### config.mk
export PLATFORM = sky130hd
export DESIGN_NAME = tof_cliff_obstacle_guard_core
export DESIGN_NICKNAME = d
export VERILOG_FILES = /design/src/sv/tcog_pkg.sv /design/src/sv/tcog_cfg_regs.sv /design/src/sv/tcog_decide.sv /design/src/sv/tof_cliff_obstacle_guard_core.sv
export SDC_FILE = /design/constraint.sdc
export NUM_CORES = 1
export LEC_CHECK = 0
export BUFFER_PORTS_ARGS = -buffer_cell sky130_fd_sc_hd__buf_2
export CORE_UTILIZATION = 40
export CTS_CLUSTER_SIZE = 40
export DETAILED_ROUTE_END_ITERATION = 10
export GPL_TIMING_DRIVEN = 0
export PLACE_DENSITY = 0.63
export SETUP_SLACK_MARGIN = 0.3
export SLEW_MARGIN = 25
export SYNTH_ARGS = -nofsm -noshare
export SYNTH_HDL_FRONTEND = slang
export SYNTH_SLANG_ARGS = --single-unit
### constraint.sdc
create_clock -name clk -period 9.63 [get_ports clk]
set_input_delay 0.4815 -clock clk [delete_from_list [all_inputs] [get_ports clk]]
set_output_delay 0.4815 -clock clk [all_outputs]
set_load 0.05 [all_outputs]
### src/sv/tcog_pkg.sv
// shared types and constants of the range guard: item, state and register layouts
// margins, stop reason codes and register indexes; no dependencies
package tcog_pkg;

	// margins around the calibrated floor distance
	localparam int NEAR_MARGIN_PCT   = 15;
	localparam int NEAR_MARGIN_MM    = 30;
	localparam int FAR_MARGIN_PCT    = 20;
	localparam int FAR_MARGIN_MM     = 40;
	localparam int DEVIATION_JUMP_MM = 60;
	localparam int CLIFF_NEAR_MAX_MM = 200;

	// scaled reciprocal for x * pct / 100, exact for 11-bit x
	localparam int PCT_SHIFT = 20;
	localparam int NEAR_MUL  = ((100 - NEAR_MARGIN_PCT) * (2 ** PCT_SHIFT) + 99) / 100;
	localparam int FAR_MUL   = ((100 + FAR_MARGIN_PCT) * (2 ** PCT_SHIFT) + 99) / 100;

	// failed measurement streak limits
	localparam logic [3:0] LOST_STREAK = 4'd4;
	localparam logic [3:0] OBST_STREAK = 4'd8;

	// register indexes
	localparam logic [2:0] REG_CAL_REF     = 3'd0;
	localparam logic [2:0] REG_MAX_VALID   = 3'd1;
	localparam logic [2:0] REG_OBST_STOP   = 3'd2;
	localparam logic [2:0] REG_CLIFF_VOID  = 3'd3;
	localparam logic [2:0] REG_FLOOR_MAX   = 3'd4;
	localparam logic [2:0] REG_APPROACH    = 3'd5;
	localparam logic [2:0] REG_CLIFF_JUMP  = 3'd6;
	localparam logic [2:0] REG_GRACE       = 3'd7;

	typedef enum logic [2:0] {
		RSN_NONE     = 3'd0,
		RSN_OBSTACLE = 3'd1,
		RSN_FLOOR    = 3'd2,
		RSN_FAR      = 3'd3,
		RSN_JUMP     = 3'd4,
		RSN_LOST     = 3'd5
	} reason_t;

	typedef struct packed {
		logic        moving;
		logic        left_reverse;
		logic        right_reverse;
		logic        front_fresh;
		logic        front_valid;
		logic [12:0] front_distance;
		logic        rear_fresh;
		logic        rear_valid;
		logic [12:0] rear_distance;
	} item_t;

	typedef struct packed {
		logic [10:0] cal_ref_mm;
		logic [12:0] max_valid_mm;
		logic [10:0] obstacle_stop_mm;
		logic [12:0] cliff_void_mm;
		logic [10:0] cliff_floor_max_mm;
		logic [10:0] approach_step_mm;
		logic [10:0] cliff_jump_mm;
		logic [7:0]  grace_ticks;
		logic [12:0] near_mm;
		logic [12:0] far_mm;
	} cfg_t;

	typedef struct packed {
		logic        in_motion;
		logic [7:0]  ticks_since_start;
		logic [12:0] last_distance;
		logic        last_valid;
		logic [12:0] least_distance;
		logic        least_valid;
		logic [3:0]  fail_streak;
	} state_t;

endpackage

### src/sv/tcog_cfg_regs.sv
// configuration registers of the range guard, with the calibrated near and far
// limits worked out when the calibration reference is written; uses tcog_pkg
module tcog_cfg_regs (
	input  logic          clk,
	input  logic          arst_n,
	input  logic          wr_en,
	input  logic [2:0]    wr_index,
	input  logic [12:0]   wr_data,
	output tcog_pkg::cfg_t cfg
);
	import tcog_pkg::*;

	cfg_t        cfg_q;
	logic [10:0] cal_new;
	logic [32:0] near_prod;
	logic [32:0] far_prod;
	logic [12:0] near_pct;
	logic [12:0] far_pct;
	logic [12:0] near_abs;
	logic [12:0] far_abs;
	logic [12:0] near_new;
	logic [12:0] far_new;

	// limits from the new reference: max of pct and mm below, min of pct and mm above
	assign cal_new   = wr_data[10:0];
	assign near_prod = 33'(cal_new) * 33'(NEAR_MUL);
	assign far_prod  = 33'(cal_new) * 33'(FAR_MUL);
	assign near_pct  = near_prod[PCT_SHIFT +: 13];
	assign far_pct   = far_prod[PCT_SHIFT +: 13];
	assign near_abs  = (cal_new >= 11'(NEAR_MARGIN_MM)) ?
		13'(cal_new) - 13'(NEAR_MARGIN_MM) : 13'd0;
	assign far_abs   = 13'(cal_new) + 13'(FAR_MARGIN_MM);
	assign near_new  = (near_pct > near_abs) ? near_pct : near_abs;
	assign far_new   = (far_pct < far_abs) ? far_pct : far_abs;

	// register file
	always_ff @(posedge clk or negedge arst_n) begin
		if (!arst_n) begin
			cfg_q.cal_ref_mm         <= 11'd0;
			cfg_q.max_valid_mm       <= 13'd2000;
			cfg_q.obstacle_stop_mm   <= 11'd120;
			cfg_q.cliff_void_mm      <= 13'd400;
			cfg_q.cliff_floor_max_mm <= 11'd60;
			cfg_q.approach_step_mm   <= 11'd30;
			cfg_q.cliff_jump_mm      <= 11'd100;
			cfg_q.grace_ticks        <= 8'd5;
			cfg_q.near_mm            <= 13'd0;
			cfg_q.far_mm             <= 13'd0;
		end else if (wr_en) begin
			case (wr_index)
				REG_CAL_REF: begin
					cfg_q.cal_ref_mm <= cal_new;
					cfg_q.near_mm    <= near_new;
					cfg_q.far_mm     <= far_new;
				end
				REG_MAX_VALID:  cfg_q.max_valid_mm       <= wr_data;
				REG_OBST_STOP:  cfg_q.obstacle_stop_mm   <= wr_data[10:0];
				REG_CLIFF_VOID: cfg_q.cliff_void_mm      <= wr_data;
				REG_FLOOR_MAX:  cfg_q.cliff_floor_max_mm <= wr_data[10:0];
				REG_APPROACH:   cfg_q.approach_step_mm   <= wr_data[10:0];
				REG_CLIFF_JUMP: cfg_q.cliff_jump_mm      <= wr_data[10:0];
				REG_GRACE:      cfg_q.grace_ticks        <= wr_data[7:0];
				default: begin
				end
			endcase
		end
	end

	assign cfg = cfg_q;

endmodule

### src/sv/tcog_decide.sv
// stop decision for one poll tick and the next per-move state
// purely combinational; uses tcog_pkg
module tcog_decide (
	input  tcog_pkg::cfg_t    cfg,
	input  tcog_pkg::state_t  st,
	input  tcog_pkg::item_t   itm,
	output tcog_pkg::state_t  nst,
	output tcog_pkg::reason_t reason
);
	import tcog_pkg::*;

	function automatic logic [12:0] abs_diff(input logic [12:0] a, input logic [12:0] b);
		return (a >= b) ? a - b : b - a;
	endfunction

	function automatic logic [3:0] sat_inc(input logic [3:0] v);
		return (v != 4'hF) ? v + 4'd1 : v;
	endfunction

	// unusable sample: far, lost or nothing
	function automatic reason_t cliff_inv(input logic valid, input logic [12:0] d,
		input logic [12:0] far, input logic [12:0] near, input logic [12:0] maxv);
		reason_t r;
		if (d != 13'd0 && d < near)
			r = RSN_NONE;
		else if (valid && d >= maxv)
			r = RSN_FAR;
		else if (!valid || d == 13'd0)
			r = RSN_LOST;
		else if (d > far)
			r = RSN_FAR;
		else
			r = RSN_NONE;
		return r;
	endfunction

	logic    f_usable;
	logic    r_usable;
	logic    front_armed;
	logic    grace;
	logic [12:0] fd;
	logic [12:0] cal13;
	logic [12:0] obs13;
	logic [13:0] jump_lim;
	reason_t rsn_cal;
	reason_t rsn_fb;
	state_t  mid;

	assign fd          = itm.front_distance;
	assign cal13       = 13'(cfg.cal_ref_mm);
	assign obs13       = 13'(cfg.obstacle_stop_mm);
	assign f_usable    = itm.front_valid && fd != 13'd0 && fd <= cfg.max_valid_mm;
	assign r_usable    = itm.rear_valid && itm.rear_distance != 13'd0 &&
		itm.rear_distance <= cfg.max_valid_mm;
	assign front_armed = !(itm.left_reverse && itm.right_reverse);

	// movement start and end, tick count, streak and move minimum
	always_comb begin
		mid   = st;
		grace = 1'b0;
		if (itm.moving != st.in_motion) begin
			mid.last_distance  = 13'd0;
			mid.last_valid     = 1'b0;
			mid.least_distance = 13'd0;
			mid.least_valid    = 1'b0;
			if (itm.moving) begin
				mid.ticks_since_start = 8'd0;
				mid.fail_streak       = 4'd0;
				if (itm.front_fresh && f_usable) begin
					mid.last_distance  = fd;
					mid.last_valid     = 1'b1;
					mid.least_distance = fd;
					mid.least_valid    = 1'b1;
				end
			end
			mid.in_motion = itm.moving;
		end else if (itm.moving && mid.ticks_since_start != 8'hFF) begin
			mid.ticks_since_start = mid.ticks_since_start + 8'd1;
		end
		if (itm.moving) begin
			grace = mid.ticks_since_start < cfg.grace_ticks;
			if (!itm.front_fresh) begin
				if (!grace)
					mid.fail_streak = sat_inc(mid.fail_streak);
			end else if (f_usable) begin
				mid.fail_streak = 4'd0;
			end
			if (itm.front_fresh && f_usable && (!mid.least_valid || fd < mid.least_distance)) begin
				mid.least_distance = fd;
				mid.least_valid    = 1'b1;
			end
		end
	end

	assign jump_lim = {1'b0, mid.least_distance} + 14'(cfg.cliff_jump_mm);

	// front check against calibrated limits
	always_comb begin
		if (f_usable) begin
			if (fd < cfg.near_mm)
				rsn_cal = RSN_OBSTACLE;
			else if (mid.last_valid && mid.last_distance >= cfg.near_mm &&
				({1'b0, fd} + 14'(cfg.approach_step_mm)) <= {1'b0, mid.last_distance})
				rsn_cal = RSN_OBSTACLE;
			else if (mid.least_valid && {1'b0, fd} >= jump_lim)
				rsn_cal = RSN_JUMP;
			else if (fd > cfg.far_mm)
				rsn_cal = RSN_FAR;
			else if (mid.last_valid && {1'b0, abs_diff(fd, cal13)} >=
				({1'b0, abs_diff(mid.last_distance, cal13)} + 14'(DEVIATION_JUMP_MM)))
				rsn_cal = RSN_JUMP;
			else
				rsn_cal = RSN_NONE;
		end else if (fd != 13'd0 && fd < cfg.near_mm) begin
			rsn_cal = RSN_OBSTACLE;
		end else if (mid.last_valid && abs_diff(mid.last_distance, cal13) <= cfg.far_mm) begin
			rsn_cal = RSN_LOST;
		end else begin
			rsn_cal = cliff_inv(itm.front_valid, fd, cfg.far_mm, cfg.near_mm, cfg.max_valid_mm);
		end
	end

	// front check against fixed thresholds
	always_comb begin
		if (f_usable) begin
			if (fd <= obs13)
				rsn_fb = RSN_OBSTACLE;
			else if (mid.least_valid && {1'b0, fd} >= jump_lim)
				rsn_fb = RSN_JUMP;
			else if (fd >= cfg.cliff_void_mm)
				rsn_fb = RSN_FAR;
			else
				rsn_fb = RSN_NONE;
		end else if (mid.last_valid && mid.last_distance <= 13'(CLIFF_NEAR_MAX_MM) &&
			mid.last_distance > obs13) begin
			rsn_fb = RSN_LOST;
		end else begin
			rsn_fb = cliff_inv(itm.front_valid, fd, cfg.cliff_void_mm, obs13, cfg.max_valid_mm);
		end
	end

	// decision after grace unless both wheels reverse, rear floor check and clearing on a stop
	always_comb begin
		nst    = mid;
		reason = RSN_NONE;
		if (itm.moving && !grace && front_armed) begin
			if (itm.front_fresh) begin
				reason = (cfg.cal_ref_mm != 11'd0) ? rsn_cal : rsn_fb;
				if (f_usable) begin
					nst.last_distance = fd;
					nst.last_valid    = 1'b1;
				end else if (reason == RSN_NONE) begin
					nst.fail_streak = sat_inc(nst.fail_streak);
				end
			end else if (nst.fail_streak >= LOST_STREAK) begin
				reason = RSN_LOST;
			end else if (nst.fail_streak >= OBST_STREAK) begin
				reason = RSN_OBSTACLE;
			end else begin
				nst.fail_streak = sat_inc(nst.fail_streak);
			end
			if (reason == RSN_NONE && itm.rear_fresh &&
				(!r_usable || itm.rear_distance > 13'(cfg.cliff_floor_max_mm)))
				reason = RSN_FLOOR;
			if (reason != RSN_NONE) begin
				nst.in_motion         = 1'b0;
				nst.ticks_since_start = 8'd0;
				nst.fail_streak       = 4'd0;
				nst.last_distance     = 13'd0;
				nst.last_valid        = 1'b0;
				nst.least_distance    = 13'd0;
				nst.least_valid       = 1'b0;
			end
		end
	end

endmodule

### src/sv/tof_cliff_obstacle_guard_core.sv
// top level of the front/rear range guard: input register, decision, result register
// depends on tcog_pkg, tcog_cfg_regs and tcog_decide
//
// usage
// - s_axis carries one poll tick per word: motor state and front and rear range samples
// - m_axis returns one word per tick: the stop flag and the stop reason code
// - cfg writes one of eight registers (index 0..7) per handshake; cfg_ready is always high;
//   the user must write registers only while no tick is in flight; the block does not enforce it
// - path: the result of an accepted word passes the input register and then the result
//   register before it is valid on m_axis
// - throughput: one word per cycle while m_axis is not stalled; the decision is one pass of
//   compare logic between the input register and the result register, and the per-move state
//   updates as each word leaves the input register, so the next word sees it at once
// - stall: when m_axis_tready is low the result is held; one more word waits in the
//   input register, then s_axis_tready drops until the result is taken
// - reset: registers return to their defaults (uncalibrated, fixed thresholds), the
//   move state is cleared and both registers are empty; no clearing pass is needed
module tof_cliff_obstacle_guard_core (
	input  logic        clk,
	input  logic        arst_n,
	// moving, left_reverse, right_reverse, front_fresh, front_valid, front_distance[12:0],
	// rear_fresh, rear_valid, rear_distance[12:0], zero pad
	input  logic [39:0] s_axis_tdata,
	input  logic        s_axis_tvalid,
	output logic        s_axis_tready,
	// stop, stop_reason[2:0], zero pad
	output logic [7:0]  m_axis_tdata,
	output logic        m_axis_tvalid,
	input  logic        m_axis_tready,
	input  logic        cfg_valid,
	output logic        cfg_ready,
	input  logic [2:0]  cfg_index,
	input  logic [12:0] cfg_data
);
	import tcog_pkg::*;

	cfg_t    cfg;
	item_t   item_in;
	item_t   item_s1;
	logic    valid_s1;
	state_t  st_q;
	state_t  nst;
	reason_t reason;
	reason_t reason_q;
	logic    out_valid_q;
	logic    advance;
	logic    in_accept;

	assign cfg_ready = 1'b1;

	tcog_cfg_regs u_cfg (
		.clk      (clk),
		.arst_n   (arst_n),
		.wr_en    (cfg_valid),
		.wr_index (cfg_index),
		.wr_data  (cfg_data),
		.cfg      (cfg)
	);

	// unpack the input word
	always_comb begin
		item_in.moving         = s_axis_tdata[0];
		item_in.left_reverse   = s_axis_tdata[1];
		item_in.right_reverse  = s_axis_tdata[2];
		item_in.front_fresh    = s_axis_tdata[3];
		item_in.front_valid    = s_axis_tdata[4];
		item_in.front_distance = s_axis_tdata[17:5];
		item_in.rear_fresh     = s_axis_tdata[18];
		item_in.rear_valid     = s_axis_tdata[19];
		item_in.rear_distance  = s_axis_tdata[32:20];
	end

	// handshake between input register and result register
	assign advance       = valid_s1 && (!out_valid_q || m_axis_tready);
	assign s_axis_tready = !valid_s1 || advance;
	assign in_accept     = s_axis_tvalid && s_axis_tready;

	// input register
	always_ff @(posedge clk or negedge arst_n) begin
		if (!arst_n) begin
			valid_s1 <= 1'b0;
		end else if (in_accept) begin
			valid_s1 <= 1'b1;
		end else if (advance) begin
			valid_s1 <= 1'b0;
		end
	end

	always_ff @(posedge clk) begin
		if (in_accept)
			item_s1 <= item_in;
	end

	tcog_decide u_decide (
		.cfg    (cfg),
		.st     (st_q),
		.itm    (item_s1),
		.nst    (nst),
		.reason (reason)
	);

	// per-move state
	always_ff @(posedge clk or negedge arst_n) begin
		if (!arst_n) begin
			st_q <= '0;
		end else if (advance) begin
			st_q <= nst;
		end
	end

	// result register
	always_ff @(posedge clk or negedge arst_n) begin
		if (!arst_n) begin
			out_valid_q <= 1'b0;
		end else if (advance) begin
			out_valid_q <= 1'b1;
		end else if (m_axis_tready) begin
			out_valid_q <= 1'b0;
		end
	end

	always_ff @(posedge clk) begin
		if (advance)
			reason_q <= reason;
	end

	assign m_axis_tvalid = out_valid_q;
	assign m_axis_tdata  = {4'd0, reason_q, reason_q != RSN_NONE};

	// a stop leaves the move state cleared
	a_stop_clears: assert property (@(posedge clk) disable iff (!arst_n)
		(advance && reason != RSN_NONE) |=>
		(!st_q.in_motion && st_q.fail_streak == 4'd0 && !st_q.last_valid &&
		!st_q.least_valid))
		else $error("move state not cleared after stop");

	// the move minimum never exceeds the previous usable distance
	a_least_le_last: assert property (@(posedge clk) disable iff (!arst_n)
		st_q.last_valid |-> (st_q.least_valid && st_q.least_distance <= st_q.last_distance))
		else $error("move minimum above previous distance");

	// no stop is decided while the motor is not moving
	a_idle_no_stop: assert property (@(posedge clk) disable iff (!arst_n)
		(advance && !item_s1.moving) |-> (reason == RSN_NONE))
		else $error("stop decided while not moving");

	// a result is loaded into the result register as the word leaves the input register
	a_result_follows: assert property (@(posedge clk) disable iff (!arst_n)
		advance |=> (m_axis_tvalid && m_axis_tdata[3:1] == $past(reason)))
		else $error("result word lost");

endmodule

==> results_dict.tcl <==
set metrics [dict create \
    track_usage_pct 26.2 \
    globalplace.congestion 0.995 \
    period_share_pct 92.6 \
    clk_pin_slew_ns 0.09 \
    nets 3070 \
    n_antenna_cell 0 \
    crit_fanout 10 \
    ir_worst_vdd_mv 0.186 \
    wl_per_cell_um 22.0 \
    final_core_util_pct 45.2 \
    root_buffer "clkbuf_16" \
    totalPowerFinal_mw 5.88 \
    drive_above_1_share_pct 10.4 \
    synth_cells 2416 \
    rsz0062_at_grt "true" \
    async_flop_share_pct 81.3 \
    final_cells 3241 \
    ys_ff_latch 192 \
    power-per-cell-area_nw_per_um2 247 \
    synth_area_per_cell_um2 8.85 \
    num_io_pins 72 \
    via_per_inst 5.93 \
    fp.dieH_um 233 \
    whs_ns 0.164 \
    grt_pass1_wl_mm 109 \
    startpoint_type "flip-flop" \
    antenna_found_initial 0 \
    area_growth_pct 11.4 \
    rows 84 \
    h-tree-depth 4 \
    status "finished, final reports clean" \
    drt_iter0_markers 1546 \
    max-cap-violations 0 \
    drcViolationCount 0 \
    synth_edf_count 36 \
    ys_seq_area_share_pct 23.5 \
    p_leak_nw 11.3 \
    register_area_um2 5020 \
    finalMaxSlewViolations 0 \
    multiInputGateArea_um2 15200 \
    synth_area_um2 21400 \
    initial_utilization_pct 40.6 \
    synth_top_area_share_pct 23.4 \
    numCtsBuffers 17 \
    fin_ws_ns 0.709 \
    slew_headroom_pct 28.7 \
    cts_tree "built" \
    dpl.cell_count 3166 \
    cpMostUsedCell "ha_1" \
    die_area_um2 54400 \
    path_class "reg2reg" \
    drt_pass1_iterations 5 \
    tightest_slew_ns 1.07 \
    layout_common_cells "396 x ha_1, 281 x inv_1, 211 x nand2_1, 181 x o21ai_0, 130 x dfrtp_1" \
    grt_pass1_vias 18800 \
    worst_r2r_path_depth 37 \
    place_ws_ns -1.78 \
    finalSetupViolations 0 \
    finalHoldViolCount 0 \
    grt_max_degree 97 \
    overflow 0 \
    clock_path_buffers 2 \
    synth_flop_cell "dfrtp_1" \
    core-area_um2 52700 \
    worstPathRequired_ns 10.03 \
    synth_area_leaders "ha_1 23%, dfrtp_1 15%, fa_1 6.6%" \
    die_x_um 233 \
    fmax_mhz 112 \
    slowest_stage "dfstp_2" \
    synth_area_leader_cell "ha_1" \
    hold_depth 1 \
    clkSinkCount 192 \
    yosys_warnings 0 \
    numPortBuffers 57 \
    min_period_ns 8.92 \
    finClkSkew_ns 0.0207 \
    endpoint_kind "flip-flop" \
    slowest_delay_ns 0.53 \
    hp-class "in2reg" \
    wl_mm 71.2 \
    critPathArrivalTime_ns 9.32 \
    n_fill_cell 5065 \
    yosysUniqueCellTypes 97 \
    num_vias 19200 \
    clk-insertion-delay-late_ns 0.48 \
    ant_nets 0 \
    final_common_cell "ha_1" \
    dp_hpwl_mm 54.1 \
]
[worst max-delay path: cells and delay by family (launching register included)]
kind                     cells  cell delay [ns]
AND/OR/NAND/NOR              9             2.02
adder cells (fa/ha/maj)      4             1.07
buffers and inverters        8             1.53
XOR/XNOR                     1             0.17
flip-flops                   1             0.53
AO/OA/AOI/OAI               15             3.50
[flip-flops by register name, indices dropped and copies added, names as in the netlist]
register / cells
st_q: 41
u_cfg.cfg: 113
valid_s1: 1
m_axis_tvalid: 1
item_s1: 33
reason_q: 3
[metrics by stage]
stage / TNS (ns) / instance area (µm²)
floorplan: 0 / 21400
global route: 0 / 23800
CTS: 0 / 23500
detailed placement: -72.76 / 22600
global placement: -70.91 / 22500
finish: 0 / 23800
[routing by layer]
layer  vias to the layer above  track usage, %  part of all wire [%]
li1                       8927               -                     -
met1                      9334            34.3                    42
met2                       787            42.5                    46
met3                       166            5.13                   7.9
met4                         0            10.1                   3.8
met5                         -               0                     0
[power breakdown]
| group | switching, mW | internal (mW) | total [mW] |
|---|---|---|---|
| combinational | 2.36 | 1.63 | 3.99 |
| clock | 0.397 | 0.357 | 0.754 |
| sequential | 0.128 | 1.01 | 1.14 |
[final timing paths]
path | from | endpoint | slack (ns)
hold reg to reg | u_cfg.cfg[10] | u_cfg.cfg[10] | 0.48
setup reg to reg | u_cfg.cfg[100] | st_q[3] | 0.71
max in group asynchronous | arst_n | u_cfg.cfg[75] | 8.19
min in group asynchronous | arst_n | st_q[38] | 0.53
setup / recovery | u_cfg.cfg[100] | st_q[3] | 0.71
hold / removal | s_axis_tdata[20] | item_s1[0] | 0.16
[synthesized netlist by cell type (all sizes together), types with 27 or more instances]
master	count
ha	399
inv	282
nand4	39
o21ai	191
fa	70
edfxtp	36
dfrtp	130
and2	31
nor3	32
a21oi	133
nor2b	28
a211oi	32
o21a	29
nand2	212
nand3	75
xnor2	51
a22o	28
nand2b	27
nor2	81
clkbuf	64
a21o	47
[area by class of cell]
type                    count  share of cell area [%]
multi-input cells        1867                    63.9
flip-flops and latches    192                    21.1
inverters                 283                    4.48
well taps                 688                    3.61
repair buffers            101                    2.90
clock buffers              18                    1.80
plain buffers              78                    1.52
clock inverters            14                   0.746
[repair_timing]
action                     4_1_cts  5_1_grt
gates cloned                     0        2
resized for setup               18       47
pin swaps                        6       10
setup buffers                   34        6
hold endpoints to repair        60        0
hold buffers                     1        0
setup endpoints to repair       44       52
[cell families after synthesis]
family / after synthesis / share of synthesized area, %
flops: 192 / 23.5
mux: 35 / 1.70
simple gates: 624 / 14.8
xor+xnor: 72 / 2.95
other cells: 2 / 0.0351
compound gates: 661 / 20.6
buf+inv: 361 / 6.56
fa+ha+maj: 469 / 29.9
(Power assumes the default switching activity.)
